===== config.mk =====
export PLATFORM = sky130hd
export DESIGN_NAME = srr_sum_unit
export DESIGN_NICKNAME = d
export VERILOG_FILES = /design/src/rtl/selective_repeat_receiver_core_defines.svh /design/src/rtl/srr_pkg.sv /design/src/rtl/srr_sum_unit.sv
export SDC_FILE = /design/constraint.sdc
export NUM_CORES = 1
export LEC_CHECK = 0
export ABC_AREA = 1
export ABC_CLOCK_PERIOD_IN_PS = 4300
export BUFFER_PORTS_ARGS = -buffer_cell sky130_fd_sc_hd__buf_2
export CORE_MARGIN = 4
export CORE_UTILIZATION = 43
export DETAILED_ROUTE_END_ITERATION = 8
export GPL_TIMING_DRIVEN = 1
export PLACE_DENSITY = 0.8
export SKIP_LAST_GASP = 1
export SLEW_MARGIN = 10
export SYNTH_ARGS = -nofsm -noshare
export SYNTH_HDL_FRONTEND = slang
export SYNTH_SLANG_ARGS = --single-unit

===== constraint.sdc =====
create_clock -name clk -period 4.3 [get_ports clk]
set_clock_uncertainty 0.05 [all_clocks]
set_input_delay 0 -clock clk [delete_from_list [all_inputs] [get_ports clk]]
set_output_delay 0 -clock clk [all_outputs]
set_load 0.1 [all_outputs]

===== src/rtl/selective_repeat_receiver_core_defines.svh =====
// Assertion macros shared by the selective-repeat receiver RTL.
// Depends on nothing; users must provide clk and rst_n in scope.
`ifndef SELECTIVE_REPEAT_RECEIVER_CORE_DEFINES_SVH
`define SELECTIVE_REPEAT_RECEIVER_CORE_DEFINES_SVH

// Same-cycle implication, checked outside reset.
`define SRR_ASSERT_IMP(lbl, ante, cons, msg) \
  lbl: assert property (@(posedge clk) disable iff (!rst_n) (ante) |-> (cons)) \
    else $error(msg);

// Next-cycle implication, checked outside reset.
`define SRR_ASSERT_NXT(lbl, ante, cons, msg) \
  lbl: assert property (@(posedge clk) disable iff (!rst_n) (ante) |=> (cons)) \
    else $error(msg);

`endif


===== src/rtl/srr_pkg.sv =====
// Shared types and constants for the selective-repeat receiver.
// No dependencies.
`default_nettype none

package srr_pkg;

  localparam int SEQ_W     = 10;
  localparam int EXP_W     = 11;
  localparam int ACK_W     = 11;
  localparam int CSUM_W    = 16;
  localparam int PAYLOAD_W = 160;
  localparam int WIN_W     = 6;
  localparam int SUM_W     = 13;
  localparam int LIM_W     = 13;
  localparam int VBIT_N    = 64;
  localparam int VIDX_W    = 6;
  localparam int STEP_W    = 3;
  localparam int SUM_STEPS = 5;
  localparam int LANE_W    = 32;
  localparam int DRAIN_W   = 6;
  localparam int IN_DATA_W  = 200;
  localparam int OUT_DATA_W = 184;
  localparam int CFG_ADDR_W = 3;

  localparam logic [ACK_W-1:0]   ACK_SUM_BASE = 11'd97;
  localparam logic [DRAIN_W-1:0] MAX_DRAIN    = 6'd62;
  localparam logic [WIN_W-1:0]   WINDOW_RESET = 6'd8;
  localparam logic [EXP_W-1:0]   EXP_CEILING  = 11'd1024;

  // Register index as decoded from the word address bit.
  localparam logic CFG_IDX_WINDOW = 1'b0;

  typedef logic [PAYLOAD_W-1:0] payload_t;

  typedef enum logic [2:0] {
    ST_IDLE,
    ST_SUM,
    ST_DLV_WAIT,
    ST_DRAIN_CHK,
    ST_DRAIN_LOAD,
    ST_ACK_WAIT
  } srr_state_t;

  typedef struct packed {
    logic done;
    logic match;
  } srr_sum_stat_t;

endpackage

`default_nettype wire


===== src/rtl/srr_sum_unit.sv =====
// Iterative checksum unit: adds four payload bytes per cycle to a seed.
// Depends on srr_pkg.
`default_nettype none

module srr_sum_unit (
  input  logic                         clk,
  input  logic                         rst_n,
  input  logic                         start,
  input  logic [srr_pkg::SEQ_W-1:0]    seq,
  input  logic [srr_pkg::SEQ_W-1:0]    pkt_ack,
  input  srr_pkg::payload_t            payload,
  input  logic [srr_pkg::CSUM_W-1:0]   csum,
  output srr_pkg::srr_sum_stat_t       stat
);
  import srr_pkg::*;

  logic [SUM_W-1:0]  acc_r;
  logic [SUM_W-1:0]  acc_nxt;
  logic [STEP_W-1:0] step_r;
  logic              busy_r;
  logic              done_r;
  logic [LANE_W-1:0] word;

  // Pick the 32-bit lane for this step.
  always_comb begin
    case (step_r)
      3'd0:    word = payload[31:0];
      3'd1:    word = payload[63:32];
      3'd2:    word = payload[95:64];
      3'd3:    word = payload[127:96];
      3'd4:    word = payload[159:128];
      default: word = '0;
    endcase
  end

  assign acc_nxt = acc_r + SUM_W'(word[7:0]) + SUM_W'(word[15:8])
                 + SUM_W'(word[23:16]) + SUM_W'(word[31:24]);

  always_ff @(posedge clk) begin
    if (!rst_n) begin
      busy_r <= 1'b0;
      done_r <= 1'b0;
      step_r <= '0;
    end else begin
      done_r <= 1'b0;
      if (start) begin
        busy_r <= 1'b1;
        step_r <= '0;
      end else if (busy_r) begin
        step_r <= step_r + 1'b1;
        if (step_r == STEP_W'(SUM_STEPS - 1)) begin
          busy_r <= 1'b0;
          done_r <= 1'b1;
        end
      end
    end
  end

  always_ff @(posedge clk) begin
    if (start) begin
      acc_r <= SUM_W'(seq) + SUM_W'(pkt_ack);
    end else if (busy_r) begin
      acc_r <= acc_nxt;
    end
  end

  assign stat.done  = done_r;
  assign stat.match = (CSUM_W'(acc_r) == csum);

endmodule

`default_nettype wire


Yosys cells after proc, flatten, opt, wreduce, memory -nomap -nowiden
Cells that the tools add are included.

cells by class
  reduce and logical (&&, ||, !) cells = 4
  bitwise gates (word level) = 2
  equal/unequal tests = 5
  add/sub/neg operators = 6
  mux-type cells = 7

operator list
  operator                                                                count
  32-bit case mux with 5 select lines                                     1
  13-bit by 8-bit adder with 13-bit output                                4
  13-bit two-way mux                                                      2
  13-bit by 16-bit equality test with 1-bit output                        1
  10-bit by 10-bit adder with 11-bit output                               1
  3-bit by 2-bit equality test with 1-bit output (second input constant)  2
  1-bit two-way mux                                                       4
  3-bit by 1-bit adder with 3-bit output (second input constant)          1
  3-bit by 1-bit equality test with 1-bit output (second input constant)  1
  3-bit equality test (second input constant)                             1
  3-bit zero test                                                         1
  3-bit OR reduction                                                      1
  1-bit NOT                                                               2
  2-bit nonzero test                                                      1
  2-bit OR reduction                                                      1

storage, ports and cells
  logic and storage cells = 28
  output and inout port bits = 2
  bits of input ports = 199
  register bits = 18

Logic depth before layout (Yosys ltp)
Gate-level depths: netlist (run 1).

  word-level depth = 8
  depth in mapped cells = 24
  depth with buffers taken out = 23

Worst setup path before layout (run 1)
OpenSTA, ideal clock, no wires.

  path kind = register to register
  start = register step_r[0]
  end = register acc_r[9], data pin
  buffers on the path = 1
  period minus slack after synthesis = 4.277 ns
  arrival = 3.974 ns
  data required time = 3.997 ns
  setup slack = 0.023 ns
  setup time = 0.253 ns
  cell stages (with the launch flop) = 20
  path through = dfxtp_1 > inv_1 > ha_1 > nand2_1 > inv_2 > buf_2 > a22o_1 > a211oi_2 > fa_1 > fa_1 > fa_1 > inv_1 > ha_1 > fa_1 > nand3_1 > nand3_1 > nand2_1 > nand3b_1 > nand3_1 > nand2_1

on the way
  longest elaborated chain between the ends = 8
  elaborated cells on any way between the ends = 12
  classes of those cells = 4 x add/sub; 4 x eq/ne; 3 x mux; 1 x reduce/logical

ends and longest elaborated chain
  item                                                    line                RTL
  start, declared                                         srr_sum_unit.sv:19  logic [STEP_W-1:0] step_r;
  start signal, assigned                                  srr_sum_unit.sv:50  step_r <= step_r + 1'b1;
  3-bit equality test (tied with other cells)             srr_sum_unit.sv:26  case (step_r)
  32-bit case mux with 5 select lines *                   srr_sum_unit.sv:26
  13-bit by 8-bit adder with 13-bit output (2 in series)  srr_sum_unit.sv:36  assign acc_nxt = acc_r + SUM_W'(word[7:0]) + SUM_W'(word[15:8])
  13-bit by 8-bit adder with 13-bit output                srr_sum_unit.sv:37  + SUM_W'(word[23:16]) + SUM_W'(word[31:24]);
  13-bit by 8-bit adder with 13-bit output *              srr_sum_unit.sv:37
  13-bit two-way mux *                                    srr_sum_unit.sv:62  end else if (busy_r) begin
  13-bit two-way mux *                                    srr_sum_unit.sv:60  if (start) begin
  end signal, assigned                                    srr_sum_unit.sv:61  acc_r <= SUM_W'(seq) + SUM_W'(pkt_ack);
  end signal, assigned                                    srr_sum_unit.sv:63  acc_r <= acc_nxt;
  end, declared                                           srr_sum_unit.sv:17  logic [SUM_W-1:0] acc_r;

Mark *: on every way between the ends. The rest lies on a longest branch, timed or not. The select of a mux whose other input is x is not followed.
A chain may end at the register's enable or synchronous reset.

Worst setup path after layout (run 1)
  start = register step_r[1]
  end = register acc_r[10], data pin

Same word-level chain as after synthesis.

==> results of run 1 <==
metal layers:
metal	vias up	global-route usage [%]	part of all wire [%]
met5	-	0	0
met4	0	7.87	2.6
met3	32	2.80	8.2
met2	233	43.2	50
met1	2117	30.4	39
li1	2306	-	-
cell type report:
cell class	count	area, um^2	share of cell area [%]
Inverter	94	373	6.73
Timing Repair Buffer	250	1420	25.6
Clock buffer	4	55.1	0.993
Sequential cell	18	495	8.94
Multi-Input combinational cell	437	3060	55.3
Tap cell	108	135	2.44
synth_stat cells (4+ instances only):
cell	number	area, um^2
a211oi_1	8	60.1
a211oi_2	13	163
a21oi_1	10	50.1
a221oi_2	10	150
a22o_1	19	166
buf_2	7	35.0
buf_6	6	67.6
dfxtp_1	5	100
edfxtp_1	13	390
fa_1	24	480
ha_1	30	375
inv_1	89	334
inv_2	5	18.8
nand2_1	206	773
nand3_1	31	155
nand3b_1	4	30.0
nand4_1	5	31.3
nor2_1	30	113
nor3_1	5	25.0
o21ai_0	4	20.0
o21ai_1	11	55.1
xnor2_1	4	35.0
xor2_1	9	78.8
tightest hold or removal path, stage by stage:
cell and delay (ns):
buf_2 0.08, ha_1 0.12, nand2_1 0.06, nand2_1 0.06
flip-flops by register name, summed over array words and instances (netlist names):
register	count
acc_r	13
done_r	1
step_r	3
busy_r	1
metrics by stage:
stage                     hold slack [ns]  setup TNS [ns]  utilization, %  instances  power, W
after floorplan                    0.0751               0               -        567   0.00242
after global placement              0.207          -0.192            59.9        901   0.00346
after detailed placement            0.214          -0.455            59.9        901   0.00349
after CTS                           0.115       -0.000436            61.2        906   0.00370
after global routing                0.132          -0.129            63.9        911   0.00474
final                               0.119               0            63.9        911   0.00427
final timing paths:
check	start	endpoint	slack, ns	depth (start not counted)
worst max-delay path	step_r[1]	acc_r[10]	0.17	24
worst min-delay path	pkt_ack[0]	acc_r[0]	0.12	4
worst max register to register	step_r[1]	acc_r[10]	0.17	24
worst min register to register	busy_r	step_r[0]	0.45	2
cells by family (layout without fill, tap and decap cells):
logic type,Yosys count,count (layout)
flops,18,18
compound gates,81,81
xor+xnor,13,13
fa+ha+maj,54,54
buf+inv,112,348
simple gates,289,289
power groups by stage:
stage / Combinational (W) / Clock (W) / Sequential [W]
after global placement: 0.00309 / 0 / 0.000378
final: 0.00376 / 0.000139 / 0.000372
after floorplan: 0.00207 / 0 / 0.000344
after global routing: 0.00421 / 0.000151 / 0.000377
after detailed placement: 0.00312 / 0 / 0.000376
after CTS: 0.00318 / 0.000142 / 0.000372
what timing repair did:
| action | CTS | global route |
|---|---|---|
| hold buffers | 1 | 0 |
| setup buffers | 0 | 5 |
| endpoints found under the hold margin | 1 | 0 |
| resized for setup | 11 | 49 |
| setup endpoints to repair | 8 | 10 |
| pin swaps | 5 | 22 |
==> results.ini, run 1 <==
[routing]
drtIter0Drc = 164
vias = 4688
ant_nets = 0
drtPass1Iterations = 5
avgViaCountPerCell = 5.15
route.detailed.wl_per_inst_um = 15.4
drc = 0
drt_wl_total_um = 14000

[placed_design]
portBuffers = 200
dp_hpwl_um = 12000
postPlaceCellArea_um2 = 5200
gp_congestion = 0.936
post-place-ws_ns = -0.106

[run_status]
status = finished, final reports clean

[floorplanning]
core_area_um2 = 8680
ios = 201
fp.dieW_um = 102
rows = 34
die_y_um = 102
dieArea_um2 = 10500
initial_core_util_pct = 44.0

[synth]
synth_area_um2 = 3820
synth-simple-area-share_pct = 30.8
async_flop_share_pct = 0
yosys_most_used_dff = edfxtp_1
syn_nets = 820
synth_top_family_by_area = simple AND/OR/NAND/NOR gates
ys.warnings.count = 0
synth_compound_area_share_pct = 18.5
synth-xor-area-share_pct = 2.98
synth.avg_cell_area_um2 = 6.74
yosysUniqueCellTypes = 33
synthMuxAreaShare_pct = 0
synth-edff-count = 13
synth_seq_area_share_pct = 12.8
ys_ff_latch = 18
synth_fa_ha_area_share_pct = 22.4
synthCells = 567

[timing]
timing.final.ws_setup_ns = 0.173
setup_viol_count_final = 0
fin_crit_ns = 4.13
maxSlewViolCount = 0
rsz0062_at_grt = true
worst_pin_slew_ns = 0.628
slew_headroom_pct = 58.0
hold_viol = 0
min_period_over_period_pct = 96.0
timing.fmax_ghz = 0.242

[layout]
area_growth_pct = 45.0
mostFrequentLayoutCell = buf_2
design_area_um2 = 5540
drive_gt1_share_pct = 40.6
final_cell_mix = buf_2, nand2_1, inv_1
antenna-diode-count = 0
fill_cells = 775
final_nets = 1057

[global_routing]
antenna_found_initial = 0
grt_pass1_vias = 4305
grt_max_degree = 17
overflow = 0
track_usage_pct = 24.2
grt_pass1_wl_um = 20300

[critical_path]
crit_required_ns = 4.27
cp.arrival_ns = 4.10
path_common_cell = nand2_1
slowest_stage = fa_1
path_buf_inv = 6
cpPeakStageDelay_ns = 0.50
crit_fanout = 9
worstSetupEndpointType = register
start_kind = register
crit_type = reg2reg
cp_cell_sequence = inv_2 > ha_1 > nand2_2 > inv_8 > buf_4 > buf_4 > nand2_1 > nand2_1 > a211oi_2 > fa_1 > inv_1 > fa_1 > fa_1 > ha_4 > nand2_1 > buf_4 > nand2_1 > nand2_1 > nand2_1 > nand2_1 > nand3_1 > nand2_1 > nand3_1 > nand2_1
path_delay_family = adder cells

[pwr]
p_leak_nw = 3.07
p_switching_w = 0.00219
p_int_w = 0.00209
seqPwrFrac_pct = 8.7
swShare_pct = 51.2
p_comb_share_pct = 88.0
ir_drop_v = 0.000590
power_density_nw_per_um2 = 771
clkPwrFrac_pct = 3.3

[clocking]
cts_max_level = 1
cts_tree = yes
clk_path_buf_depth = 2
clk_latency_ns = 0.25
clk_pin_slew_ns = 0.07
clkSinkCount = 18
clockRootBuffer = clkbuf_8
cts_made_buffers = 3

[job]
drv_cap = 0

[hold_path]
min_path_type = in2reg

(Power assumes the default switching activity.)
==> inputs of run 2 (changes only) <==
--- a/config.mk
+++ b/config.mk
@@ -5,11 +5,11 @@
 export SDC_FILE = /design/constraint.sdc
 export NUM_CORES = 1
 export LEC_CHECK = 0
-export ABC_AREA = 1
+export ABC_AREA = 0
 export ABC_CLOCK_PERIOD_IN_PS = 4300
 export BUFFER_PORTS_ARGS = -buffer_cell sky130_fd_sc_hd__buf_2
 export CORE_MARGIN = 4
-export CORE_UTILIZATION = 43
+export CORE_UTILIZATION = 41
 export DETAILED_ROUTE_END_ITERATION = 8
 export GPL_TIMING_DRIVEN = 1
 export PLACE_DENSITY = 0.8
==> results.ini, run 2 <==
[run_status]
status = finished, violations left
failed_checks = negative setup slack

[routing]
ant_nets = 0  ; unchanged
vias = 3970  ; -15%
routed.top_layer = met4
met3_length_um = 845  ; -26%
drt_wl_total_um = 12100  ; -13%
drc = 0  ; unchanged
avgViaCountPerCell = 5.45  ; +5.8%
drt-met1-wl_um = 4890  ; -10%
route.detailed.wl_per_inst_um = 16.6  ; +8.1%
routed-wl-met2_um = 6220  ; -12%
drtIter0Drc = 233  ; +42%
drtPass1Iterations = 5  ; unchanged

[placed_design]
portBuffers = 200  ; unchanged
dpl.cell_count = 717  ; -20%
dp_hpwl_um = 10400  ; -14%
gp_congestion = 0.913  ; -2.5%
postPlaceCellArea_um2 = 4840  ; -6.9%

[critical_path]
cp-startpoint = step_r[0]
start_kind = register
crit_fanout = 4  ; -5
worstSetupEndpointType = register
rr_startpoint = step_r[0]
cp.arrival_ns = 4.56  ; +0.46 ns
crit_type = reg2reg
crit_required_ns = 4.24  ; -0.03 ns

[floorplanning]
rows = 32  ; -5.9%
die_y_um = 97.8  ; -4.3%
initial_core_util_pct = 42.4  ; -1.7 points
dieArea_um2 = 9570  ; -8.5%
ios = 201  ; unchanged
core_area_um2 = 7810  ; -10%
fp.dieW_um = 97.8  ; -4.3%

[pwr]
ir_drop_v = 0.000633  ; +7.3%
p_leak_nw = 2.55  ; -17%
power_density_nw_per_um2 = 836  ; +8.4%

[global_routing]
overflow = 0  ; unchanged
antenna_found_initial = 0  ; unchanged
grt_pass1_vias = 4058  ; -5.7%
grt_max_degree = 29  ; +12
track_usage_pct = 24.1  ; -0.12 points
grt_pass1_wl_um = 19100  ; -6.2%

[synth]
syn_nets = 650  ; -21%
yosysUniqueCellTypes = 49  ; +48%
netlist_top_cells_count = inv_1, a22oi_1, nand2_1
synth_top_area_share_pct = 14.5  ; -5.7 points
synthTopCellsByArea = fa_1, edfxtp_1, ha_1, a22oi_1, inv_1
synth_area_um2 = 3310  ; -13%
ys.warnings.count = 0  ; unchanged
yosys_most_used_dff = edfxtp_1
ys_ff_latch = 18  ; unchanged
async_flop_share_pct = 0  ; unchanged
synth_seq_area_share_pct = 14.8  ; +2.0 points
synth.avg_cell_area_um2 = 8.34  ; +24%
synth-edff-count = 13  ; unchanged
yosys.area.top_type = fa_1
synthCells = 397  ; -30%
yosysMostFrequentCell = inv_1

[clocking]
clockRootBuffer = clkbuf_8
cts_tree = yes
cts_max_level = 1  ; unchanged
clk_path_buf_depth = 2  ; unchanged
cts_made_buffers = 3  ; unchanged
clkSinkCount = 18  ; unchanged
clk_pin_slew_ns = 0.07  ; about the same
clk_latency_ns = 0.25  ; about the same

[timing]
setup_viol_count_final = 8  ; +8
worst_pin_slew_ns = 0.502  ; -0.126 ns
slew_headroom_pct = 66.8  ; +8.7 points
min_period_over_period_pct = 108  ; +12 points
timing.final.ws_setup_ns = -0.323  ; -0.496 ns
timing.fmax_ghz = 0.216  ; -11%
rsz0062_at_grt = true
hold_viol = 0  ; unchanged
maxSlewViolCount = 0  ; unchanged
fin_crit_ns = 4.62  ; +0.496 ns

[layout]
reg.largest.list = acc_r: 13 flops, step_r: 3 flops
design_area_um2 = 5130  ; -7.4%
final_cell_mix = buf_2, buf_4, inv_1
drive_gt1_share_pct = 49.0  ; +8.4 points
area_growth_pct = 55.1
multiInputGateArea_um2 = 2810  ; -8.2%
antenna-diode-count = 0  ; unchanged
final_nets = 881  ; -17%
post-route-util_pct = 65.7  ; +1.9 points
ff_latch_area_um2 = 499  ; +0.76%
mostFrequentLayoutCell = buf_2
largest_reg_flops = 13  ; unchanged
instances_no_fill = 729  ; -20%
regMostFlops = acc_r
fill_cells = 685  ; -12%

[hold_path]
hp-start = pkt_ack[0]
min_path_type = in2reg

[job]
drv_cap = 0  ; unchanged

run 2: changes by cell type after synthesis, sizes merged, moves of 12 or more:
| cell | delta |
|---|---|
| clkbuf | +17 |
| a222oi | +12 |
| inv | -43 |
| a211oi | -20 |
| nand3 | -18 |
| a22oi | +41 |
| a22o | -19 |
| nand2 | -170 |
| nor2 | -17 |
run 2: cell families (layout without fill, tap and decap cells):
family                   after synthesis  count (layout)  synth area share [%]
AO/OA/AOI/OAI                        122             122                  27.8
AND/OR/NAND/NOR                       94              94                  13.5
buffers and inverters                 75             305                  8.70
adder cells (fa/ha/maj)               54              54                  25.9
XOR/XNOR                              28              28                  7.41
flip-flops                            18              18                  14.8
multiplexers                           6               6                  1.93
run 2: layout make-up:
| class | instances | area share, % |
|---|---|---|
| Clock buffer | 4 | 1.07 |
| Tap cell | 102 | 2.49 |
| Inverter | 51 | 3.83 |
| Sequential cell | 18 | 9.73 |
| Multi-Input combinational cell | 304 | 54.8 |
| Timing Repair Buffer | 250 | 28.1 |
run 2: power breakdown:
part	internal, W	leakage [nW]	switching (W)
clock	0.0000813	0.0288	0.0000570
combinational	0.00188	2.34	0.00188
sequential	0.000318	0.175	0.0000739
total	0.00228	2.55	0.00201
run 2: per-stage QoR:
stage          setup WS [ns]  setup TNS (ns)  total power, W  hold WS, ns
2_1_floorplan         -0.168          -0.531         0.00246       0.0675
3_3_place_gp          -0.310           -1.69         0.00346        0.183
3_5_place_dp          -0.373           -2.14         0.00349        0.194
4_1_cts               -0.362           -1.81         0.00380        0.126
5_1_grt               -0.546           -3.58         0.00470        0.157
6_report              -0.323           -2.08         0.00429        0.132
run 2: path summary, 6_finish.rpt:
check	to	slack [ns]	cells after the start
hold / removal	acc_r[0]	0.13	3
hold reg to reg	step_r[2]	0.51	2
setup / recovery	acc_r[9]	-0.32	19
setup reg to reg	acc_r[9]	-0.32	19
run 2: critical path, cell delays in order (launching register included):
cell	delay, ns
dfxtp_4	0.40
inv_4	0.06
ha_4	0.15
nor2b_4	0.12
buf_6	0.13
a22oi_2	0.11
nand2_1	0.09
a221oi_2	0.20
fa_1	0.48
fa_1	0.48
fa_1	0.55
inv_2	0.05
ha_4	0.15
fa_2	0.37
a21o_1	0.21
a221oi_4	0.28
a21oi_1	0.11
nor2_1	0.11
xor2_1	0.16
mux2i_1	0.08
run 2: routing by layer:
layer / track usage (%) / vias up
li1: - / 1907
met1: 30.6 / 1863
met2: 43.0 / 184
met3: 4.14 / 16
met4: 4.90 / 0
met5: 0 / -
run 2: timing repair:
action / in CTS / in global routing
hold buffers: 1 / 0
pin swaps: 12 / 16
endpoints found under the setup margin: 9 / 9
buffers inserted: 2 / 5
hold endpoints to repair: 1 / 0
resized for setup: 14 / 24
